<file path="src/rtl/rgbtex_pkg.sv">
// Shared types and constants for the RGB24 bitmap to texture pixel converter.
// No dependencies; every rtl file imports this package.
package rgbtex_pkg;

  // Largest image side in pixels; larger register values are clamped to it.
  localparam int unsigned MAX_DIM   = 4096;

  localparam int unsigned DIM_W     = 13;   // width of the size registers
  localparam int unsigned CFG_IDX_W = 2;    // register index width
  localparam int unsigned BCNT_W    = 14;   // bytes within one stored row
  localparam int unsigned POS_W     = 12;   // destination row and column
  localparam int unsigned PIX_W     = 32;   // converted pixel

  typedef enum logic [CFG_IDX_W-1:0] {
    CFG_IMAGE_WIDTH  = 2'd0,
    CFG_IMAGE_HEIGHT = 2'd1,
    CFG_BOTTOM_UP    = 2'd2,
    CFG_OUT_FORMAT   = 2'd3
  } cfg_idx_t;

  // Position of the next pixel byte inside its B,G,R triple.
  typedef enum logic [1:0] {
    PH_BLUE  = 2'd0,
    PH_GREEN = 2'd1,
    PH_RED   = 2'd2
  } phase_t;

  // Frame geometry and format, derived from the configuration registers.
  typedef struct packed {
    logic [DIM_W-1:0]  height;      // clamped row count
    logic [DIM_W-1:0]  h_last;      // height - 1
    logic [BCNT_W-1:0] data_bytes;  // width * 3
    logic [BCNT_W-1:0] pitch;       // data_bytes rounded up to a multiple of four
    logic              bottom_up;
    logic              out_format;  // 0: XRGB8888, 1: ARGB1555
  } geom_t;

  // One converted pixel with its destination.
  typedef struct packed {
    logic [PIX_W-1:0] pixel_value;
    logic [POS_W-1:0] dest_row;
    logic [POS_W-1:0] dest_col;
    logic             target_buffer;
    logic             frame_last;
  } res_t;

endpackage

</file>
<file path="src/rtl/rgb24_dib_to_texture_converter.sv">
// Top level of the RGB24 bitmap to texture pixel converter: input and result
// registers, handshake, assertions. Depends on rgbtex_pkg, rgbtex_cfg, rgbtex_scan.
//
// Usage:
//   Input channel (in_valid/in_ready/in_src_byte) carries the bitmap one byte
//   per transfer in memory order, B,G,R triples, row padding included.
//   Result channel (out_valid/out_ready/out_*) carries one converted pixel per
//   third pixel byte with its destination row, column, target buffer and a
//   frame_last flag on the final pixel of the frame. Padding bytes and the
//   first two bytes of a pixel give no transfer.
//   Configuration port (cfg_wr_en/cfg_index/cfg_wdata) writes width, height,
//   bottom_up and out_format; write only while the block is idle.
// Timing:
//   An accepted byte is held in the input register, then the scan logic turns
//   it into a result register entry. One byte is accepted every cycle while
//   the result channel is not stalled; the scan logic takes a byte whenever the result register can advance.
// Reset (rst_n, synchronous): registers go to 640 x 480, bottom-up, XRGB8888;
//   counters clear and buffer 0 is shown, so the first frame targets buffer 1.
// Stall: while a result waits on out_ready, one more byte may enter the input
//   register; then in_ready drops until the result transfers.
module rgb24_dib_to_texture_converter (
  input  logic                             clk,
  input  logic                             rst_n,
  input  logic                             cfg_wr_en,
  input  logic [rgbtex_pkg::CFG_IDX_W-1:0] cfg_index,
  input  logic [rgbtex_pkg::DIM_W-1:0]     cfg_wdata,
  input  logic                             in_valid,
  output logic                             in_ready,
  input  logic [7:0]                       in_src_byte,
  output logic                             out_valid,
  input  logic                             out_ready,
  output logic [rgbtex_pkg::PIX_W-1:0]     out_pixel_value,
  output logic [rgbtex_pkg::POS_W-1:0]     out_dest_row,
  output logic [rgbtex_pkg::POS_W-1:0]     out_dest_col,
  output logic                             out_target_buffer,
  output logic                             out_frame_last
);
  import rgbtex_pkg::*;

  geom_t       geom;
  res_t        scan_res;
  logic        scan_produced;

  logic        s1_valid_r, s1_valid_nxt;
  logic [7:0]  s1_byte_r, s1_byte_nxt;
  logic        out_valid_r, out_valid_nxt;
  res_t        out_res_r, out_res_nxt;

  logic        adv;    // result register free or emptied this cycle
  logic        step;   // input register item consumed by the scan logic

  rgbtex_cfg u_cfg (
    .clk       (clk),
    .rst_n     (rst_n),
    .cfg_wr_en (cfg_wr_en),
    .cfg_index (cfg_index),
    .cfg_wdata (cfg_wdata),
    .geom      (geom)
  );

  rgbtex_scan u_scan (
    .clk      (clk),
    .rst_n    (rst_n),
    .step     (step),
    .src_byte (s1_byte_r),
    .geom     (geom),
    .produced (scan_produced),
    .result   (scan_res)
  );

  always_comb begin
    adv      = !out_valid_r || out_ready;
    step     = s1_valid_r && adv;
    in_ready = !s1_valid_r || adv;
  end

  // Input register: load on a transfer, drop once consumed.
  always_comb begin
    s1_valid_nxt = s1_valid_r;
    s1_byte_nxt  = s1_byte_r;
    if (in_valid && in_ready) begin
      s1_valid_nxt = 1'b1;
      s1_byte_nxt  = in_src_byte;
    end else if (step) begin
      s1_valid_nxt = 1'b0;
    end
  end

  // Result register: advance whenever it is free or being taken.
  always_comb begin
    out_valid_nxt = out_valid_r;
    out_res_nxt   = out_res_r;
    if (adv) begin
      out_valid_nxt = step && scan_produced;
      if (step && scan_produced) begin
        out_res_nxt = scan_res;
      end
    end
  end

  always_ff @(posedge clk) begin
    if (!rst_n) begin
      s1_valid_r  <= 1'b0;
      out_valid_r <= 1'b0;
    end else begin
      s1_valid_r  <= s1_valid_nxt;
      out_valid_r <= out_valid_nxt;
    end
  end

  always_ff @(posedge clk) begin
    s1_byte_r <= s1_byte_nxt;
    out_res_r <= out_res_nxt;
  end

  assign out_valid         = out_valid_r;
  assign out_pixel_value   = out_res_r.pixel_value;
  assign out_dest_row      = out_res_r.dest_row;
  assign out_dest_col      = out_res_r.dest_col;
  assign out_target_buffer = out_res_r.target_buffer;
  assign out_frame_last    = out_res_r.frame_last;

  // A result only appears after an item sat in the input register.
  a_result_from_stage: assert property (@(posedge clk) disable iff (!rst_n)
    $rose(out_valid_r) |-> $past(s1_valid_r))
    else $error("result appeared without an input register item");

  // A blocked input register item holds its byte.
  a_stage_hold: assert property (@(posedge clk) disable iff (!rst_n)
    (s1_valid_r && !adv) |=> (s1_valid_r && $stable(s1_byte_r)))
    else $error("input register item lost while result stalled");

  // Every result carries a well-formed pixel in one of the two formats.
  a_pixel_form: assert property (@(posedge clk) disable iff (!rst_n)
    out_valid_r |-> ((out_res_r.pixel_value[31:24] == 8'hFF) ||
                     (out_res_r.pixel_value[31:15] == 17'h00001)))
    else $error("malformed pixel value");

endmodule

</file>
<file path="src/rtl/rgbtex_cfg.sv">
// Configuration registers and derived frame geometry.
// Depends on rgbtex_pkg.
module rgbtex_cfg (
  input  logic                             clk,
  input  logic                             rst_n,
  input  logic                             cfg_wr_en,
  input  logic [rgbtex_pkg::CFG_IDX_W-1:0] cfg_index,
  input  logic [rgbtex_pkg::DIM_W-1:0]     cfg_wdata,
  output rgbtex_pkg::geom_t                geom
);
  import rgbtex_pkg::*;

  logic [DIM_W-1:0] width_r, width_nxt;
  logic [DIM_W-1:0] height_r, height_nxt;
  logic             bottom_up_r, bottom_up_nxt;
  logic             out_format_r, out_format_nxt;

  logic [DIM_W-1:0]  w_c;
  logic [DIM_W-1:0]  h_c;
  logic [BCNT_W:0]   db_sum;
  logic [BCNT_W:0]   pitch_sum;

  function automatic logic [DIM_W-1:0] clamp_dim(input logic [DIM_W-1:0] v);
    logic [DIM_W-1:0] r;
    if (v == '0) begin
      r = DIM_W'(1);
    end else if (v > DIM_W'(MAX_DIM)) begin
      r = DIM_W'(MAX_DIM);
    end else begin
      r = v;
    end
    return r;
  endfunction

  always_comb begin
    width_nxt      = width_r;
    height_nxt     = height_r;
    bottom_up_nxt  = bottom_up_r;
    out_format_nxt = out_format_r;
    if (cfg_wr_en) begin
      unique case (cfg_idx_t'(cfg_index))
        CFG_IMAGE_WIDTH:  width_nxt      = cfg_wdata;
        CFG_IMAGE_HEIGHT: height_nxt     = cfg_wdata;
        CFG_BOTTOM_UP:    bottom_up_nxt  = cfg_wdata[0];
        CFG_OUT_FORMAT:   out_format_nxt = cfg_wdata[0];
      endcase
    end
  end

  always_ff @(posedge clk) begin
    if (!rst_n) begin
      width_r      <= DIM_W'(640);
      height_r     <= DIM_W'(480);
      bottom_up_r  <= 1'b1;
      out_format_r <= 1'b0;
    end else begin
      width_r      <= width_nxt;
      height_r     <= height_nxt;
      bottom_up_r  <= bottom_up_nxt;
      out_format_r <= out_format_nxt;
    end
  end

  always_comb begin
    w_c       = clamp_dim(width_r);
    h_c       = clamp_dim(height_r);
    // width * 3 as width + 2 * width
    db_sum    = {2'b00, w_c} + {1'b0, w_c, 1'b0};
    pitch_sum = (db_sum + (BCNT_W+1)'(3)) & ~((BCNT_W+1)'(3));

    geom.height     = h_c;
    geom.h_last     = h_c - DIM_W'(1);
    geom.data_bytes = db_sum[BCNT_W-1:0];
    geom.pitch      = pitch_sum[BCNT_W-1:0];
    geom.bottom_up  = bottom_up_r;
    geom.out_format = out_format_r;
  end

endmodule

</file>
<file path="src/rtl/rgbtex_scan.sv">
// Raster scan state and pixel assembly: byte phase, row/column counters,
// buffer toggle and pixel formatting. Depends on rgbtex_pkg.
module rgbtex_scan (
  input  logic              clk,
  input  logic              rst_n,
  input  logic              step,
  input  logic [7:0]        src_byte,
  input  rgbtex_pkg::geom_t geom,
  output logic              produced,
  output rgbtex_pkg::res_t  result
);
  import rgbtex_pkg::*;

  phase_t             phase_r, phase_nxt;
  logic [15:0]        held_r, held_nxt;
  logic [BCNT_W-1:0]  rbc_r, rbc_nxt;
  logic [POS_W-1:0]   col_r, col_nxt;
  logic [POS_W-1:0]   row_r, row_nxt;
  logic               front_r, front_nxt;

  logic [BCNT_W:0]    rbc_inc;
  logic               pix_byte;
  logic               row_end;
  logic               last_row;
  logic [DIM_W-1:0]   row_ext;
  logic [DIM_W-1:0]   drow;

  always_comb begin
    rbc_inc  = {1'b0, rbc_r} + (BCNT_W+1)'(1);
    pix_byte = (rbc_r < geom.data_bytes);
    row_end  = (rbc_inc >= {1'b0, geom.pitch});
    row_ext  = {1'b0, row_r};
    last_row = (row_ext >= geom.h_last);
  end

  // Byte phase: blue, green, red; a row end restarts at blue.
  always_comb begin
    phase_nxt = phase_r;
    if (step) begin
      if (row_end) begin
        phase_nxt = PH_BLUE;
      end else if (pix_byte) begin
        unique case (phase_r)
          PH_BLUE:  phase_nxt = PH_GREEN;
          PH_GREEN: phase_nxt = PH_RED;
          PH_RED:   phase_nxt = PH_BLUE;
          default:  phase_nxt = PH_BLUE;
        endcase
      end
    end
  end

  // Datapath and counters.
  always_comb begin
    held_nxt  = held_r;
    col_nxt   = col_r;
    row_nxt   = row_r;
    rbc_nxt   = rbc_r;
    front_nxt = front_r;
    produced  = 1'b0;

    if (geom.bottom_up) begin
      drow = (row_ext < geom.height) ? (geom.h_last - row_ext) : '0;
    end else begin
      drow = row_ext;
    end

    if (geom.out_format) begin
      result.pixel_value = {16'h0000, 1'b1, src_byte[7:3], held_r[15:11], held_r[7:3]};
    end else begin
      result.pixel_value = {8'hFF, src_byte, held_r[15:8], held_r[7:0]};
    end
    result.dest_row      = drow[POS_W-1:0];
    result.dest_col      = col_r;
    result.target_buffer = ~front_r;
    result.frame_last    = last_row && (rbc_inc >= {1'b0, geom.data_bytes});

    if (step) begin
      if (pix_byte) begin
        unique case (phase_r)
          PH_BLUE:  held_nxt = {held_r[15:8], src_byte};
          PH_GREEN: held_nxt = {src_byte, held_r[7:0]};
          default: begin
            produced = 1'b1;
            col_nxt  = col_r + POS_W'(1);
          end
        endcase
      end
      if (row_end) begin
        rbc_nxt = '0;
        col_nxt = '0;
        if (last_row) begin
          row_nxt   = '0;
          front_nxt = ~front_r;
        end else begin
          row_nxt = row_r + POS_W'(1);
        end
      end else begin
        rbc_nxt = rbc_inc[BCNT_W-1:0];
      end
    end
  end

  always_ff @(posedge clk) begin
    if (!rst_n) begin
      phase_r <= PH_BLUE;
      held_r  <= '0;
      rbc_r   <= '0;
      col_r   <= '0;
      row_r   <= '0;
      front_r <= 1'b0;
    end else begin
      phase_r <= phase_nxt;
      held_r  <= held_nxt;
      rbc_r   <= rbc_nxt;
      col_r   <= col_nxt;
      row_r   <= row_nxt;
      front_r <= front_nxt;
    end
  end

endmodule
</file>
<file path="config.mk">
export PLATFORM = sky130hd
export DESIGN_NAME = rgb24_dib_to_texture_converter
export DESIGN_NICKNAME = d
export VERILOG_FILES = /design/src/rtl/rgbtex_pkg.sv /design/src/rtl/rgb24_dib_to_texture_converter.sv /design/src/rtl/rgbtex_cfg.sv /design/src/rtl/rgbtex_scan.sv
export SDC_FILE = /design/constraint.sdc
export NUM_CORES = 1
export LEC_CHECK = 0
export BUFFER_PORTS_ARGS = -buffer_cell sky130_fd_sc_hd__buf_2
export CAP_MARGIN = 20
export CORE_MARGIN = 2
export CORE_UTILIZATION = 55
export CTS_CLUSTER_SIZE = 28
export DETAILED_ROUTE_END_ITERATION = 12
export GPL_ROUTABILITY_DRIVEN = 0
export PLACE_DENSITY = 0.72
export SETUP_SLACK_MARGIN = 0.5
export SLEW_MARGIN = 5
export SYNTH_ARGS = -nofsm -noshare
export SYNTH_HDL_FRONTEND = slang
export SYNTH_HIERARCHICAL = 1
export SYNTH_SLANG_ARGS = --single-unit
</file>
<file path="constraint.sdc">
create_clock -name clk -period 11.3 [get_ports clk]
set_input_delay 2.26 -clock clk [delete_from_list [all_inputs] [get_ports clk]]
set_output_delay 2.26 -clock clk [all_outputs]
set_load 0.01 [all_outputs]
</file>
==> metrics.csv, run 1 <==
metric,value,unit
wl_per_cell,15.8,um
diodes,0,
cp.required,11.36,ns
clock-sinks,153,
reg2reg_to,out_dest_row[1],
synthFlopType,dfxtp_1,
cts_hold_buf,0,
grt_busiest_layer,met2,
synth_edf_count,66,
powerDensity,124,nW/um2
worstSetupStartpoint,u_cfg/width_r[7],
track_usage,23.4,%
setup_viol,0,
cts_tree,done,
post-dp-hpwl,16000,um
final_nets,1241,
clkSlewWorstSetupHoldPaths,0.06,ns
cpMaxStageDelayCell,and4_1,
syn_inst,1065,
hp-class,register to register,
vdd_drop_max,105,uV
worst_pin_slew,0.971,ns
worst-path-buf-inv,2,
grt_max_degree,68,
r2r-start,u_cfg/width_r[7],
chipWidth,138,um
grt_pass1_wl,35500,um
power.leakage,4.55,nW
ys_seq_area_share,37.8,%
period_share,54.9,%
cp.depth,19,
ant_nets,0,
worstHoldStart,u_scan/front_r,
overflow,0,
syn_avg_cell_area,9.25,um2
gr-usage-met3,4.09,%
reg2reg_depth,19,
totalWireLength,21500,um
fmax,0.161,GHz
maxSlewHeadroom,34.9,%
met1_usage,31.1,%
final.fill_count,1544,
synth.most_common_cell,nand2_1,
finalCriticalPeriod,6.20,ns
htreeDepth,4,
synth_top_cell_area_share,20.1,%
end_kind,register,
crit_path_max_fanout,38,
cts_root_buf,clkbuf_16,
async_flop_share,0,%
worstSetupEndpoint,out_dest_row[1],
multi_input_area,5470,um2
drc_errors,0,
syn_area,9850,um2
cts_buffer_depth,2,
hold_viol,0,
start_util,56.6,%
ys_top_cells_by_count,"nand2_1, inv_1, ha_1, dfxtp_1, edfxtp_1",
drt_iter0_drc,540,
grt_pass1_vias,7442,
startpoint_type,register,
worstSkewPairLatency,0.42,ns
synthTopCellsByArea,"edfxtp_1, dfxtp_1, ha_1",
post_cts_buffers,0,
finClkSkew,0.0126,ns
finalMaxSlewViolations,0,
cp_data_arrival_time,6.27,ns
rsz0062_at_grt,false,
cap_violations,0,
status,"complete, no violations",
cts_buffers,17,
met2_usage,38.9,%
core,17400,um2
max_stage_delay,0.68,ns
dieArea,19000,um2
cp_cell_sequence,nor4_4 > a31oi_1 > nor2_1 > ha_1 > fa_1 > a211o_1 > a221o_1 > nand3_1 > a21oi_1 > xor2_1 > inv_1 > ha_1 > a21o_1 > a21o_1 > a211oi_1 > and4_1 > nand2_1 > nor2_4 > buf_4,
yosys_warnings,6,
rows,48,
final_area,10900,um2
synth_top_area_cell,edfxtp_1,
die_y,138,um
ff_latch_area,3720,um2
postPlaceCellArea,10300,um2
post_cts_resized,0,
path_delay_family,simple AND/OR/NAND/NOR gates,
area_growth,11.0,%
drt_pre_antenna_iters,5,
viasPerCell,5.77,
numPortBuffers,87,
ys_types,83,
pin_count,88,
ff2ff_setup_slack,5.10,ns
setup_tns,0,ns
crit_type,register to register,
vias,7838,
drive_gt1_share,14.8,%
antenna_found_initial,0,
ys_ff_latch,153,
==> layout by cell type, fill, tap and decap left out, drive strengths merged, types with 23 or more instances in the layout <==
cell	instances
nand2	101
nand4	35
nor2b	37
dfxtp	87
xor2	24
a21boi	23
edfxtp	66
inv	104
a21oi	53
ha	91
o21ai	37
nand3	46
buf	94
nor2	49
==> flip-flops by register name, indices dropped and copies added, names as in the netlist <==
| register | count |
|---|---|
| u_cfg/width_r | 13 |
| u_scan/phase_r | 2 |
| out_frame_last | 1 |
| u_scan/row_r | 12 |
| u_cfg/height_r | 13 |
| out_valid | 1 |
| s1_byte_r | 8 |
| u_scan/front_r | 1 |
| out_target_buffer | 1 |
| out_dest_col | 12 |
| out_dest_row | 12 |
| out_pixel_value | 32 |
| s1_valid_r | 1 |
| u_cfg/out_format_r | 1 |
| u_cfg/bottom_up_r | 1 |
| u_scan/col_r | 12 |
| u_scan/held_r | 16 |
| u_scan/rbc_r | 14 |
==> cells by family (layout without fill, tap and decap cells) <==
| logic type | Yosys count | in the layout | share of synthesized area [%] |
|---|---|---|---|
| simple gates | 350 | 350 | 19.2 |
| compound gates | 235 | 235 | 16.4 |
| buf+inv | 155 | 222 | 6.79 |
| flops | 153 | 153 | 37.8 |
| fa+ha+maj | 93 | 93 | 12.0 |
| xor+xnor | 46 | 46 | 4.32 |
| mux | 32 | 32 | 3.44 |
| other cells | 1 | 2 | 0.0381 |
==> per-layer routing <==
metal | up-vias | wire length (um)
li1 | 3952 | -
met1 | 3683 | 10100
met2 | 168 | 10300
met3 | 35 | 730
met4 | 0 | 379
met5 | - | 0
==> power by group <==
part           total [mW]  switching [mW]  internal, mW
clock               0.583           0.243         0.339
sequential          0.614          0.0190         0.595
combinational       0.162          0.0939        0.0683
==> through the flow <==
stage | instances | setup WS, ns | power [mW] | hold WS (ns) | util (%)
global placement | 1324 | 5.01 | 0.781 | 0.467 | 59.2
CTS | 1357 | 5.11 | 1.37 | 0.489 | 62.7
floorplan | 1066 | 4.39 | 0.749 | 0.438 | -
detailed placement | 1325 | 4.91 | 0.786 | 0.474 | 59.2
global route | 1358 | 4.57 | 1.42 | 0.506 | 62.8
finish | 1358 | 5.10 | 1.36 | 0.491 | 62.8
==> area by class of cell <==
cell class                 instances  area share (%)
clock inverter                    13            1.45
tap                              225            2.57
sequential                       153            34.1
timing repair buffer              94            4.53
inverter                          96            3.30
multi-input combinational        758            50.0
clock buffer                      19            4.05
==> worst min path at each step <==
stage | end | depth (start not counted)
2_1_floorplan | out_target_buffer | 1
3_3_place_gp | out_target_buffer | 1
3_5_place_dp | out_target_buffer | 1
4_1_cts | out_target_buffer | 1
5_1_grt | out_target_buffer | 1
6_report | out_target_buffer | 1
Note: power is estimated with default switching activity, not from simulation.
==> inputs of run 2 (changes only) <==
Settings changed: PLACE_DENSITY 0.72 to 0.75.
Clock period 11.3 ns to 5.4 ns, I/O delays scaled along.
==> run 2 against run 1 <==
Against the previous run: non-clock buffer count is 33 higher; routed wire length is 11% higher; global-route usage is 1.2 points higher; die area stayed put; critical path depth is 2 higher; design area is 6.0% higher; sequential cell count stayed put; total power is 110% higher; critical path type unchanged; largest cell class unchanged; highest routed layer unchanged.
==> metrics.csv, run 2 (synthesis results as in run 1) <==
metric,value,unit
status,"complete, no violations",
viasPerCell,6.00,
final_cell_mix,"nand2_1, inv_1, buf_2, ha_1, dfxtp_1",
place_ws,0.143,ns
maxSlewHeadroom,39.2,%
ff_latch_area,3750,um2
diodes,0,
chipWidth,138,um
final_area,11600,um2
post-dp-hpwl,16000,um
rows,48,
cts_root_buf,clkbuf_16,
cp_cell_sequence,nor4_4 > a31oi_2 > nor2_2 > ha_2 > fa_2 > a211o_1 > a221o_1 > a31oi_4 > xnor2_2 > nor4b_4 > nand2_1 > xnor2_1 > inv_1 > ha_4 > a21oi_2 > o21ai_2 > a2111oi_4 > o31ai_4 > buf_6 > a211o_4 > o211ai_1,
drive_gt1_share,21.5,%
period_share,90.5,%
hold_slack,0.489,ns
cap_violations,0,
r2r-start,u_cfg/width_r[6],
vdd_drop_max,236,uV
finalCriticalPeriod,4.89,ns
area_growth,17.6,%
startpoint_type,register,
drt_iter0_drc,657,
ant_nets,0,
cpMaxStageDelayCell,a2111oi_4,
crit_path_max_fanout,6,
dieArea,19000,um2
drt_pre_antenna_iters,5,
final.fill_count,1327,
final_nets,1275,
drc_errors,0,
cp_data_arrival_time,5.24,ns
grt_pass1_vias,7782,
cts_hold_buf,0,
numPortBuffers,87,
worstSkewPairLatency,0.44,ns
wl_per_cell,17.2,um
finalMaxSlewViolations,0,
totalWireLength,23900,um
overflow,0,
htreeDepth,4,
power.leakage,4.82,nW
powerDensity,248,nW/um2
cts_buffer_depth,2,
worstHoldStart,u_scan/front_r,
start_util,56.6,%
track_usage,24.6,%
cts_buffers,17,
antenna_found_initial,0,
vias,8350,
multi_input_area,5740,um2
postPlaceCellArea,10400,um2
fmax,0.205,GHz
grt_max_degree,67,
end_kind,register,
final_common_cell,nand2_1,
crit_type,register to register,
hold_viol,0,
setup_tns,0,ns
worst_pin_slew,0.906,ns
clkSlewWorstSetupHoldPaths,0.07,ns
grt_pass1_wl,37200,um
hp-class,register to register,
max_stage_delay,0.47,ns
worstSetupStartpoint,u_cfg/width_r[6],
finClkSkew,0.0157,ns
clock-sinks,153,
rsz0062_at_grt,true,
worst_slack,0.514,ns
cp.required,5.75,ns
largest_register_ffs,32,
core,17400,um2
die_y,138,um
pin_count,88,
setup_viol,0,
cts_tree,done,
run 2: cell count changes in the layout (fill, tap and decap cells not counted), moves of 6 or more:
cell     change
buf_4       +19
dfxtp_1     -12
a21oi_1      -9
a21oi_2      +9
dfxtp_2      +9
buf_6        +6
run 2: routing by layer:
metal  wire, um  global-route usage [%]
met1      10500                    30.7
met2      11700                    42.4
met3       1130                    4.13
met4        597                    9.41
met5          0                       0
run 2: path summary, 6_finish.rpt:
check	end	slack [ns]	cells after the start
worst max-delay path	u_scan/col_r[11]	0.51	21
worst min-delay path	u_scan/front_r	0.49	2
worst max register to register	u_scan/col_r[11]	0.51	21
worst min register to register	u_scan/front_r	0.49	2
run 2: what timing repair did:
action / in CTS / in global routing
endpoints found under the hold margin: 0 / 0
gates resized for setup: 20 / 45
cloned: 1 / 6
pin swaps: 10 / 29
setup buffers: 6 / 11
setup endpoints to repair: 100 / 114
run 2: final cells by class:
cell class / count / share of cell area (%)
Sequential cell: 153 / 32.3
Inverter: 96 / 3.11
Tap cell: 225 / 2.43
Clock inverter: 15 / 1.60
Clock buffer: 17 / 3.67
Multi-Input combinational cell: 759 / 49.5
Timing Repair Buffer: 127 / 7.34
run 2: metrics by stage:
stage / util (%) / std cells / power, mW
global placement: 59.9 / 1333 / 1.64
finish: 66.6 / 1392 / 2.88
floorplan: - / 1066 / 1.57
global route: 66.6 / 1392 / 2.99
detailed placement: 60.0 / 1334 / 1.65
CTS: 64.2 / 1373 / 2.87
run 2: worst max-delay path: cells and delay by family, from the launching register on:
family / cells / cell delay, ns
AOI/OAI and AO/OA: 10 / 2.53
and+or+nand+nor: 4 / 0.50
buffers and inverters: 2 / 0.26
DFF: 1 / 0.36
xor gates and xnor gates: 2 / 0.33
adders and majority gates: 3 / 0.83
run 2: report_power, final:
group,switching [mW],internal [mW]
clock network,0.557,0.664
logic,0.218,0.158
registers,0.0385,1.24
total,0.814,2.07
